<file path="src/design/kmh_pkg.sv">
package kmh_pkg;

    // default sizes
    localparam int MAX_LISTS_DEF  = 16;
    localparam int VALUE_BITS_DEF = 32;

    // fixed field widths
    localparam int CMD_W    = 2;
    localparam int SRC_W    = 4;
    localparam int STATUS_W = 2;

    // command codes
    localparam logic [CMD_W-1:0] CMD_LOAD    = 2'd0;
    localparam logic [CMD_W-1:0] CMD_REFILL  = 2'd1;
    localparam logic [CMD_W-1:0] CMD_EXHAUST = 2'd2;

    // status codes
    localparam logic [STATUS_W-1:0] STAT_OK    = 2'd0;
    localparam logic [STATUS_W-1:0] STAT_EMPTY = 2'd1;
    localparam logic [STATUS_W-1:0] STAT_FULL  = 2'd2;

    // sequencer states
    typedef enum logic [2:0] {
        ST_IDLE,
        ST_POP,
        ST_UP_RD,
        ST_UP_CMP,
        ST_DN_RD,
        ST_DN_CMP,
        ST_OUT
    } state_t;

endpackage

</file>
<file path="src/design/k_way_merge_min_heap.sv">
// K-way merge engine around a binary min-heap of (value, source) entries.
// Input channel (in_valid/in_ready) takes one command word: load a list head,
// pop the minimum and refill from the same list, or pop and drop the list.
// Output channel (out_valid/out_ready) returns exactly one result word per
// command: status, popped item if any, the source of the new minimum and the
// live entry count.
// One command is worked at a time; in_ready is high only while idle.
// Each level takes one registered read of the heap RAM, then one pass through
// the compare unit with a write back.
// A load moves the new entry up from the end; a pop moves the filling entry
// down from the root; error and unused commands go straight to the result.
// The next command can be taken in the cycle after its result is taken, so
// commands never overlap.
// Reset empties the heap at once; the entry RAM needs no clearing.
// A result waits in its registers until out_ready; the engine holds meanwhile.
module k_way_merge_min_heap #(
    parameter int MAX_LISTS  = kmh_pkg::MAX_LISTS_DEF,
    parameter int VALUE_BITS = kmh_pkg::VALUE_BITS_DEF
) (
    input  logic                               clk,
    input  logic                               rst_n,
    input  logic                               in_valid,
    output logic                               in_ready,
    input  logic [kmh_pkg::CMD_W-1:0]          cmd,
    input  logic signed [VALUE_BITS-1:0]       value,
    input  logic [kmh_pkg::SRC_W-1:0]          source,
    output logic                               out_valid,
    input  logic                               out_ready,
    output logic [kmh_pkg::STATUS_W-1:0]       status,
    output logic                               has_item,
    output logic signed [VALUE_BITS-1:0]       out_value,
    output logic [kmh_pkg::SRC_W-1:0]          out_source,
    output logic [kmh_pkg::SRC_W-1:0]          next_source,
    output logic [$clog2(MAX_LISTS+1)-1:0]     live_count
);

    import kmh_pkg::*;

    localparam int IDX_W = $clog2(MAX_LISTS);
    localparam int CNT_W = $clog2(MAX_LISTS + 1);
    localparam int EXT_W = IDX_W + 2;
    localparam int ENT_W = VALUE_BITS + SRC_W;

    // heap order: signed value, then lower source
    function automatic logic ent_less(
        input logic [VALUE_BITS-1:0] va,
        input logic [SRC_W-1:0]      sa,
        input logic [VALUE_BITS-1:0] vb,
        input logic [SRC_W-1:0]      sb
    );
        logic res;
        if (va != vb)
        begin
            res = $signed(va) < $signed(vb);
        end
        else
        begin
            res = sa < sb;
        end
        return res;
    endfunction

    state_t state_reg, state_next;

    logic [CNT_W-1:0]      count_reg, count_next;
    logic [IDX_W-1:0]      idx_reg, idx_next;
    logic [VALUE_BITS-1:0] x_val_reg, x_val_next;
    logic [SRC_W-1:0]      x_src_reg, x_src_next;
    logic [CMD_W-1:0]      cmd_reg, cmd_next;
    logic [SRC_W-1:0]      top_src_reg;
    logic [STATUS_W-1:0]   status_reg, status_next;
    logic                  has_reg, has_next;
    logic [VALUE_BITS-1:0] oval_reg, oval_next;
    logic [SRC_W-1:0]      osrc_reg, osrc_next;

    // ram side
    logic             ram_we;
    logic [IDX_W-1:0] ram_waddr, ram_raddr_a, ram_raddr_b;
    logic [ENT_W-1:0] ram_wdata, ram_rdata_a, ram_rdata_b;

    kmh_ram #(
        .WIDTH (ENT_W),
        .DEPTH (MAX_LISTS)
    ) u_ram (
        .clk     (clk),
        .we      (ram_we),
        .waddr   (ram_waddr),
        .wdata   (ram_wdata),
        .raddr_a (ram_raddr_a),
        .raddr_b (ram_raddr_b),
        .rdata_a (ram_rdata_a),
        .rdata_b (ram_rdata_b)
    );

    logic [VALUE_BITS-1:0] a_val, b_val, c_val;
    logic [SRC_W-1:0]      a_src, b_src, c_src;
    assign a_val = ram_rdata_a[ENT_W-1:SRC_W];
    assign a_src = ram_rdata_a[SRC_W-1:0];
    assign b_val = ram_rdata_b[ENT_W-1:SRC_W];
    assign b_src = ram_rdata_b[SRC_W-1:0];

    // index arithmetic
    logic [EXT_W-1:0] left_ext, right_ext, count_ext;
    logic [IDX_W-1:0] parent_idx, child_idx, last_idx;
    logic             in_acc, out_acc, heap_full, heap_empty;
    logic             left_in, right_in, pick_right, up_less, dn_less;

    assign left_ext   = {1'b0, idx_reg, 1'b1};
    assign right_ext  = left_ext + EXT_W'(1);
    assign count_ext  = {{(EXT_W-CNT_W){1'b0}}, count_reg};
    assign parent_idx = IDX_W'((idx_reg - IDX_W'(1)) >> 1);
    assign last_idx   = IDX_W'(count_reg - CNT_W'(1));
    assign left_in    = left_ext < count_ext;
    assign right_in   = right_ext < count_ext;
    assign heap_full  = count_reg == CNT_W'(MAX_LISTS);
    assign heap_empty = count_reg == '0;

    assign in_acc  = in_valid && in_ready;
    assign out_acc = out_valid && out_ready;

    // compare unit
    assign pick_right = right_in && ent_less(b_val, b_src, a_val, a_src);
    assign c_val      = pick_right ? b_val : a_val;
    assign c_src      = pick_right ? b_src : a_src;
    assign child_idx  = pick_right ? right_ext[IDX_W-1:0] : left_ext[IDX_W-1:0];
    assign up_less    = ent_less(x_val_reg, x_src_reg, a_val, a_src);
    assign dn_less    = ent_less(c_val, c_src, x_val_reg, x_src_reg);

    // next state
    always_comb
    begin
        state_next = state_reg;
        case (state_reg)
            ST_IDLE:
            begin
                if (in_acc)
                begin
                    if (cmd == CMD_LOAD)
                    begin
                        state_next = heap_full ? ST_OUT : ST_UP_RD;
                    end
                    else if (cmd == CMD_REFILL || cmd == CMD_EXHAUST)
                    begin
                        state_next = heap_empty ? ST_OUT : ST_POP;
                    end
                    else
                    begin
                        state_next = ST_OUT;
                    end
                end
            end
            ST_POP:
            begin
                state_next = ST_DN_RD;
            end
            ST_UP_RD:
            begin
                state_next = (idx_reg == '0) ? ST_OUT : ST_UP_CMP;
            end
            ST_UP_CMP:
            begin
                state_next = up_less ? ST_UP_RD : ST_OUT;
            end
            ST_DN_RD:
            begin
                state_next = left_in ? ST_DN_CMP : ST_OUT;
            end
            ST_DN_CMP:
            begin
                state_next = dn_less ? ST_DN_RD : ST_OUT;
            end
            ST_OUT:
            begin
                if (out_acc)
                begin
                    state_next = ST_IDLE;
                end
            end
            default:
            begin
                state_next = ST_IDLE;
            end
        endcase
    end

    // datapath and ram control
    always_comb
    begin
        count_next  = count_reg;
        idx_next    = idx_reg;
        x_val_next  = x_val_reg;
        x_src_next  = x_src_reg;
        cmd_next    = cmd_reg;
        status_next = status_reg;
        has_next    = has_reg;
        oval_next   = oval_reg;
        osrc_next   = osrc_reg;
        ram_we      = 1'b0;
        ram_waddr   = idx_reg;
        ram_wdata   = {x_val_reg, x_src_reg};
        ram_raddr_a = '0;
        ram_raddr_b = last_idx;
        case (state_reg)
            ST_IDLE:
            begin
                // root and last entry are read for a pop
                ram_raddr_a = '0;
                ram_raddr_b = last_idx;
                if (in_acc)
                begin
                    cmd_next    = cmd;
                    x_val_next  = value;
                    x_src_next  = source;
                    status_next = STAT_OK;
                    has_next    = 1'b0;
                    oval_next   = '0;
                    osrc_next   = '0;
                    if (cmd == CMD_LOAD)
                    begin
                        if (heap_full)
                        begin
                            status_next = STAT_FULL;
                        end
                        else
                        begin
                            idx_next   = count_reg[IDX_W-1:0];
                            count_next = count_reg + CNT_W'(1);
                        end
                    end
                    else if (cmd == CMD_REFILL || cmd == CMD_EXHAUST)
                    begin
                        if (heap_empty)
                        begin
                            status_next = STAT_EMPTY;
                        end
                    end
                end
            end
            ST_POP:
            begin
                // emit the root, pick the entry that fills the hole
                has_next  = 1'b1;
                oval_next = a_val;
                osrc_next = a_src;
                idx_next  = '0;
                if (cmd_reg == CMD_REFILL)
                begin
                    x_src_next = a_src;
                end
                else
                begin
                    x_val_next = b_val;
                    x_src_next = b_src;
                    count_next = count_reg - CNT_W'(1);
                end
            end
            ST_UP_RD:
            begin
                ram_raddr_a = parent_idx;
                if (idx_reg == '0)
                begin
                    ram_we = 1'b1;
                end
            end
            ST_UP_CMP:
            begin
                ram_we = 1'b1;
                if (up_less)
                begin
                    // parent moves down into the hole
                    ram_wdata = ram_rdata_a;
                    idx_next  = parent_idx;
                end
            end
            ST_DN_RD:
            begin
                ram_raddr_a = left_ext[IDX_W-1:0];
                ram_raddr_b = right_ext[IDX_W-1:0];
                if (!left_in)
                begin
                    ram_we = 1'b1;
                end
            end
            ST_DN_CMP:
            begin
                ram_we = 1'b1;
                if (dn_less)
                begin
                    // smaller child moves up into the hole
                    ram_wdata = {c_val, c_src};
                    idx_next  = child_idx;
                end
            end
            ST_OUT:
            begin
                ram_we = 1'b0;
            end
            default:
            begin
                ram_we = 1'b0;
            end
        endcase
    end

    // control registers
    always_ff @(posedge clk or negedge rst_n)
    begin
        if (!rst_n)
        begin
            state_reg <= ST_IDLE;
            count_reg <= '0;
        end
        else
        begin
            state_reg <= state_next;
            count_reg <= count_next;
        end
    end

    // payload registers
    always_ff @(posedge clk)
    begin
        idx_reg    <= idx_next;
        x_val_reg  <= x_val_next;
        x_src_reg  <= x_src_next;
        cmd_reg    <= cmd_next;
        status_reg <= status_next;
        has_reg    <= has_next;
        oval_reg   <= oval_next;
        osrc_reg   <= osrc_next;
        if (ram_we && ram_waddr == '0)
        begin
            top_src_reg <= ram_wdata[SRC_W-1:0];
        end
    end

    // result word
    assign in_ready    = state_reg == ST_IDLE;
    assign out_valid   = state_reg == ST_OUT;
    assign status      = status_reg;
    assign has_item    = has_reg;
    assign out_value   = oval_reg;
    assign out_source  = osrc_reg;
    assign next_source = heap_empty ? '0 : top_src_reg;
    assign live_count  = count_reg;

endmodule

</file>
<file path="src/design/kmh_ram.sv">
module kmh_ram #(
    parameter int WIDTH = 36,
    parameter int DEPTH = 16
) (
    input  logic                     clk,
    input  logic                     we,
    input  logic [$clog2(DEPTH)-1:0] waddr,
    input  logic [WIDTH-1:0]         wdata,
    input  logic [$clog2(DEPTH)-1:0] raddr_a,
    input  logic [$clog2(DEPTH)-1:0] raddr_b,
    output logic [WIDTH-1:0]         rdata_a,
    output logic [WIDTH-1:0]         rdata_b
);

    logic [WIDTH-1:0] mem [DEPTH];

    // one write port, two registered read ports
    always_ff @(posedge clk)
    begin
        if (we)
        begin
            mem[waddr] <= wdata;
        end
        rdata_a <= mem[raddr_a];
        rdata_b <= mem[raddr_b];
    end

endmodule

</file>
<file path="config.mk">
export PLATFORM = sky130hd
export DESIGN_NAME = k_way_merge_min_heap
export DESIGN_NICKNAME = d
export VERILOG_FILES = /design/src/design/kmh_pkg.sv /design/src/design/k_way_merge_min_heap.sv /design/src/design/kmh_ram.sv
export SDC_FILE = /design/constraint.sdc
export NUM_CORES = 2
export LEC_CHECK = 0
export ABC_AREA = 0
export BUFFER_PORTS_ARGS = -buffer_cell sky130_fd_sc_hd__buf_2
export CORE_AREA = 3 3 281 283
export CTS_CLUSTER_DIAMETER = 60
export DETAILED_ROUTE_END_ITERATION = 7
export DIE_AREA = 0 0 284 286
export GPL_ROUTABILITY_DRIVEN = 0
export PLACE_DENSITY = 0.69
export SLEW_MARGIN = 20
export SYNTH_ARGS = -nofsm -noshare
export SYNTH_HDL_FRONTEND = slang
export SYNTH_SLANG_ARGS = --single-unit
export TNS_END_PERCENT = 1
</file>
<file path="constraint.sdc">
create_clock -name clk -period 6 [get_ports clk]
set_clock_uncertainty 0.05 [all_clocks]
set_input_delay 0 -clock clk [delete_from_list [all_inputs] [get_ports clk]]
set_output_delay 0 -clock clk [all_outputs]
set_load 0.005 [all_outputs]
</file>
### Yosys cells after proc, flatten, opt, wreduce, memory -nomap -nowiden

Memories as Yosys holds them, arrays and structs flattened. A register that Yosys moved wholly into a read port is not among the register bits.
Index checks and enable logic that the tools add are counted.
W data, S select, Z words.

| operators by class | value |
|---|---|
| add/subtract/negate cells | 4 |
| $lt $le $gt $ge | 8 |
| eq/ne operators | 20 |
| multiplexer cells | 55 |
| reductions and logical operators | 18 |

Operators by type and width:

| operator | count |
|---|---|
| $mux W32 | 4 |
| $pmux W32 S2 | 2 |
| $lt A32 B32 Y1 | 3 |
| $ne A32 B32 Y1 | 3 |
| $mux W36 | 2 |
| $pmux W36 S2 | 1 |
| $mux W4 | 12 |
| $mux W3 | 8 |
| $pmux W4 S2 | 3 |
| $pmux W3 S7 | 1 |
| $mux W5 | 4 |
| $pmux W4 S4 | 1 |
| $lt A4 B4 Y1 | 3 |
| $mux W1 | 10 |
| $pmux W5 S2 | 1 |
| $eq A3 B3 Y1 const B | 3 |
| $mux W2 | 4 |
| $ne A2 B2 Y1 const B | 4 |
| $add A5 B1 Y6 const B | 1 |
| $eq A3 B2 Y1 const B | 2 |
| $lt A6 B5 Y1 | 1 |
| $ne A2 B1 Y1 const B | 3 |
| $reduce_and A2 Y1 | 3 |
| $reduce_and A6 Y1 | 1 |
| 21 further kinds | 25 |

| storage, ports and cells | value |
|---|---|
| register bits after elaboration | 93 |
| memory bits (writable) | 576 |
| memories | 1 |

Memory list:

| memory | words | bits a word | read ports | clocked after memory_dff | write ports | line | source |
|---|---|---|---|---|---|---|---|
| u_ram.mem | 16 | 36 | 2 | 2 | 1 | kmh_ram.sv:15 | `logic [WIDTH-1:0] mem [DEPTH];` |

### Longest topological paths before layout

| depth | value |
|---|---|
| depth after elaboration | 8 |
| gate-level depth with buffers | 27 |
| mapped depth without buffers | 21 |

### Modules after synthesis

From an unflattened synthesis, not the netlist that was laid out.

| second synthesis, totals | value |
|---|---|
| cell total of the unflattened synthesis | 2,229 |
| area total of the unflattened synthesis | 35,796.8 sq um |

Modules (own cells, without submodules):

| module | instances | cells an instance | area each (sq um) | seq. area each (sq um) |
|---|---|---|---|---|
| kmh_ram | 1 | 1,277 | 27,232.4 | 18,738.0 |
| k_way_merge_min_heap | 1 | 952 | 8,564.5 | 2,752.6 |

### Worst setup path before layout

No wires, ideal clock.

| path | value |
|---|---|
| path type | register to register |
| start point | register idx_reg[2] |
| end point | memory u_ram.mem[0][15] (data pin) |
| data arrival time | 5.860 ns |
| path slack | -0.212 ns |
| cell stages (with the launch flop) | 26 |
| buffers on the path | 5 |
| period minus slack after synthesis | 6.212 ns |
| path through | edfxtp_1 -> buf_2 -> clkbuf_1 -> nand3_1 -> xnor2_1 -> ha_1 -> nand2_1 -> nand2_1 -> a31oi_1 -> nand2_1 -> a2111oi_0 -> nor2_1 -> buf_2 -> buf_2 -> mux2i_1 -> inv_1 -> ha_1 -> nand4_1 -> nor4_2 -> nand3_1 -> or4_1 -> a2111o_1 -> o31a_1 -> nand2b_1 -> buf_6 -> o221ai_1 |

| on the way | value |
|---|---|
| longest elaborated chain between the ends | 8 |

Ends and longest elaborated chain:

| what | line | source |
|---|---|---|
| start, declared | k_way_merge_min_heap.sv:66 | `logic [IDX_W-1:0] idx_reg, idx_next;` |
| start signal, assigned | k_way_merge_min_heap.sv:323 | `idx_reg <= idx_next;` |
| $add A5 B1 Y6 * | k_way_merge_min_heap.sv:109 | `assign right_ext = left_ext + EXT_W'(1);` |
| $lt A6 B5 Y1 * | k_way_merge_min_heap.sv:114 | `assign right_in = right_ext < count_ext;` |
| $logic_and A1 B1 Y1 * | k_way_merge_min_heap.sv:122 | `assign pick_right = right_in && ent_less(b_val, b_src, a_val, a_src);` |
| $mux W32 / $mux W4 (equally long branches) | k_way_merge_min_heap.sv:123, k_way_merge_min_heap.sv:124 |  |
| $lt A32 B32 Y1 (tied with other cells) | k_way_merge_min_heap.sv:54 | `res = $signed(va) < $signed(vb);` |
| $mux W1 | k_way_merge_min_heap.sv:52 | `if (va != vb)` |
| $mux W36 * | k_way_merge_min_heap.sv:287 | `if (dn_less)` |
| $pmux W36 S2 * | k_way_merge_min_heap.sv:203 | `case (state_reg)` |
| via ram_wdata[15] | k_way_merge_min_heap.sv:79 | `logic [ENT_W-1:0] ram_wdata, ram_rdata_a, ram_rdata_b;` |
| end, declared | kmh_ram.sv:15 |  |

The timed path passes the listed nets; every way through them passes the cells marked *.

### Worst setup path in the final report

| path | value |
|---|---|
| start point | register idx_reg[0] |
| end point | memory u_ram.mem[2][35] (data pin) |

Same word-level chain as after synthesis.

==> impl_metrics.csv <==
group,metric,value,unit
run_status,status,"complete, but fails checks",
run_status,violations,"setup timing",
clocking,cts_tree,"yes",
global_routing,grt_use_met3,6.319,%
placed_design,port-buffer-count,91,
cells_and_area,drive_gt1_share,25.05,%
synthesis,synth_async_sr_flop_share,1.085,%
worst_setup_path,crit_top_cell,"buf_12",
die,fp.dieH,286,um
min_path,min_path_type,"input pin to flip-flop",
sta,relSlewSlack,19.98,%
sta,finalSetupViolCount,525,
sta,period_share,102.6,%
clocking,cts_max_level,3,
worst_setup_path,arrival,6.48,ns
clocking,numCtsBuffers,76,
sta,timing.final.hold_violations,0,
die,die_w,284,um
synthesis,ys.flop_type,"edfxtp_1",
global_routing,track_usage,27.69,%
synthesis,synth_nets,3086,
placed_design,place_ws,-0.7669,ns
global_routing,antenna_found_initial,0,
sta,tightest_slew,1.200,ns
die,rows,102,
die,die_area,81220,sq um
drt,wl_per_cell,26.80,um
drt,num_vias,28150,
clocking,insertion_delay,0.63,ns
synthesis,syn_area_per_cell,12.56,sq um
cells_and_area,utilization,58.29,%
cells_and_area,final_nets,3398,
global_routing,grt_max_degree,103,
synthesis,synth_cell_type_count,63,
worst_setup_path,end_kind,"flip-flop",
sta,timing.hold.ws,0.04907,ns
worst_setup_path,cp_max_fo,9,
sta,fin_crit,6.154,ns
die,core_area,76960,sq um
worst_setup_path,critical_path_required,6.33,ns
drt,drtPass1Iterations,6,
global_routing,met1_usage,37.22,%
global_routing,grt_pass1_wl,170700,um
cells_and_area,reg.largest.list,"u_ram.mem: 576 flops, u_ram.rdata_a: 36 flops, u_ram.rdata_b: 36 flops",
sta,rsz0062_at_grt,"true",
placed_design,dp_hpwl,68480,um
synthesis,ys_warn_count,0,
drt,dr.first_iter.drc_count,3647,
sta,final_max_slew_viol_count,0,
global_routing,grt_pass1_vias,27470,
cells_and_area,largest_reg_flops,576,
worst_setup_path,worstSetupPathType,"flip-flop to flip-flop",
global_routing,busiest_layer,"met2",
synthesis,ys_seq_area_share,58.23,%
clocking,clk_path_buf_depth,3,
worst_setup_path,startpoint_type,"flip-flop",
worst_setup_path,cpMaxStageDelayCell,"or4_1",
die,io_pins,92,
global_routing,grt_overflow_total,0,
clocking,cts-root-buf,"clkbuf_16",
drt,final_antenna_net_count,0,
synthesis,netlist_area,36700,sq um
clocking,path_clk_slew,0.06,ns
global_routing,grtUsageMet2,43.20,%
synthesis,synth-seq-cells,737,
cells_and_area,area_growth,22.22,%
synthesis,netlist_instances,2923,
clocking,cts.sinks,737,
worst_setup_path,cp_slowest_stage_delay,0.55,ns
sta,finalSetupTns,-52.32,ns
job,drv_cap,0,
drt,via_per_inst,6.488,
die,start_util,47.69,%
synthesis,synth_enable_flop_cells,657,
sta,timing.final.ws_setup,-0.1535,ns
drt,drc_errors,0,
sta,max_freq,162.5,MHz
cells_and_area,top_register,"u_ram.mem",
drt,drt-total-wl,116300,um
layer usage:
| layer | vias up | wire length, um |
|---|---|---|
| li1 | 11830 | - |
| met5 | - | 0 |
| met4 | 0 | 5330 |
| met2 | 2000 | 53190 |
| met1 | 13950 | 43900 |
| met3 | 369 | 13860 |
worst max-delay path, delay by kind of cell, from the launching register on:
kind                     cells  cell delay, ns
AND/OR/NAND/NOR              9            1.81
buffers and inverters       10            1.41
AO/OA/AOI/OAI                5            1.09
adder cells (fa/ha/maj)      3            0.64
flip-flops                   1            0.42
multiplexers                 1            0.25
XOR/XNOR                     1            0.20
repair_timing:
action | CTS | global route
cloned | 6 | 1
endpoints found under the hold margin | 55 | 0
gates resized for setup | 70 | 110
hold buffers | 43 | 0
endpoints found under the setup margin | 581 | 580
pin swaps | 23 | 46
setup buffers | 27 | 30
worst paths after layout:
check | start | endpoint | slack (ns) | cells after the start
setup / recovery | idx_reg[0] | u_ram.mem[2][35] | -0.15 | 29
hold / removal | cmd[0] | cmd_reg[0] | 0.05 | 2
setup reg to reg | idx_reg[0] | u_ram.mem[2][35] | -0.15 | 29
hold reg to reg | u_ram.rdata_b[10] | x_val_reg[6] | 0.56 | 2
max in group asynchronous | rst_n | live_count[3] | 5.31 | 3
min in group asynchronous | rst_n | state_reg[1] | 0.31 | 3
logic make-up after synthesis:
| logic type | share of synthesized area (%) |
|---|---|
| flip-flops | 58.23 |
| adder cells (fa/ha/maj) | 4.125 |
| XOR/XNOR | 0.3102 |
| multiplexers | 9.928 |
| AO/OA/AOI/OAI | 12.69 |
| AND/OR/NAND/NOR | 11.10 |
| buffers and inverters | 3.621 |
layout by cell type (no fill, tap or decap), types with 18 or more instances in the layout:
cell type | Yosys | layout
edfxtp_1 | 657 | 657
nand2_1 | 536 | 531
buf_4 | 0 | 227
a211oi_1 | 223 | 222
and2_1 | 187 | 186
mux4_2 | 144 | 144
a31oi_1 | 113 | 112
inv_1 | 128 | 110
a21oi_1 | 110 | 107
ha_1 | 121 | 95
buf_2 | 18 | 91
clkbuf_16 | 0 | 80
a311oi_1 | 73 | 72
nor2_1 | 80 | 61
buf_12 | 0 | 57
dfxtp_1 | 72 | 52
dlygate4sd3_1 | 0 | 43
o21ai_0 | 32 | 32
nand4_1 | 26 | 26
ha_4 | 0 | 25
o221ai_4 | 0 | 20
clkinv_1 | 0 | 19
inv_2 | 0 | 18
a21o_1 | 18 | 18
synthesized netlist by cell type (all sizes together) (18+ instances only):
master / instances / share of area (%)
edfxtp: 657 / 54
nand2: 536 / 5.5
a211oi: 223 / 4.6
and2: 187 / 3.2
clkbuf: 168 / 1.7
mux4: 144 / 8.8
inv: 128 / 1.3
ha: 121 / 4.1
a31oi: 113 / 1.9
a21oi: 110 / 1.5
nor2: 80 / 0.82
a311oi: 73 / 1.7
dfxtp: 72 / 3.9
mux2i: 40 / 1.1
buf: 38 / 0.59
o221ai: 37 / 1.4
o21ai: 34 / 0.46
nand4: 26 / 0.44
a21o: 18 / 0.37
final cells by class:
class,count,area [sq um]
fill,5770,32100
clock buffer,93,2029
tap,1040,1301
sequential,737,21400
antenna,1,2.502
clock inverter,48,379.1
multi-input combinational,1852,15110
inverter,128,480.5
timing repair buffer,440,4155
stage by stage:
stage / cells / instance area [sq um]
global placement: 4084 / 40020
global route: 4338 / 44850
floorplan: 2923 / 36700
detailed placement: 4088 / 40130
CTS: 4305 / 43890
finish: 4339 / 44860
Power is not shown: default switching activity piles up to over one toggle a cycle in this logic, so the estimate is an artifact.
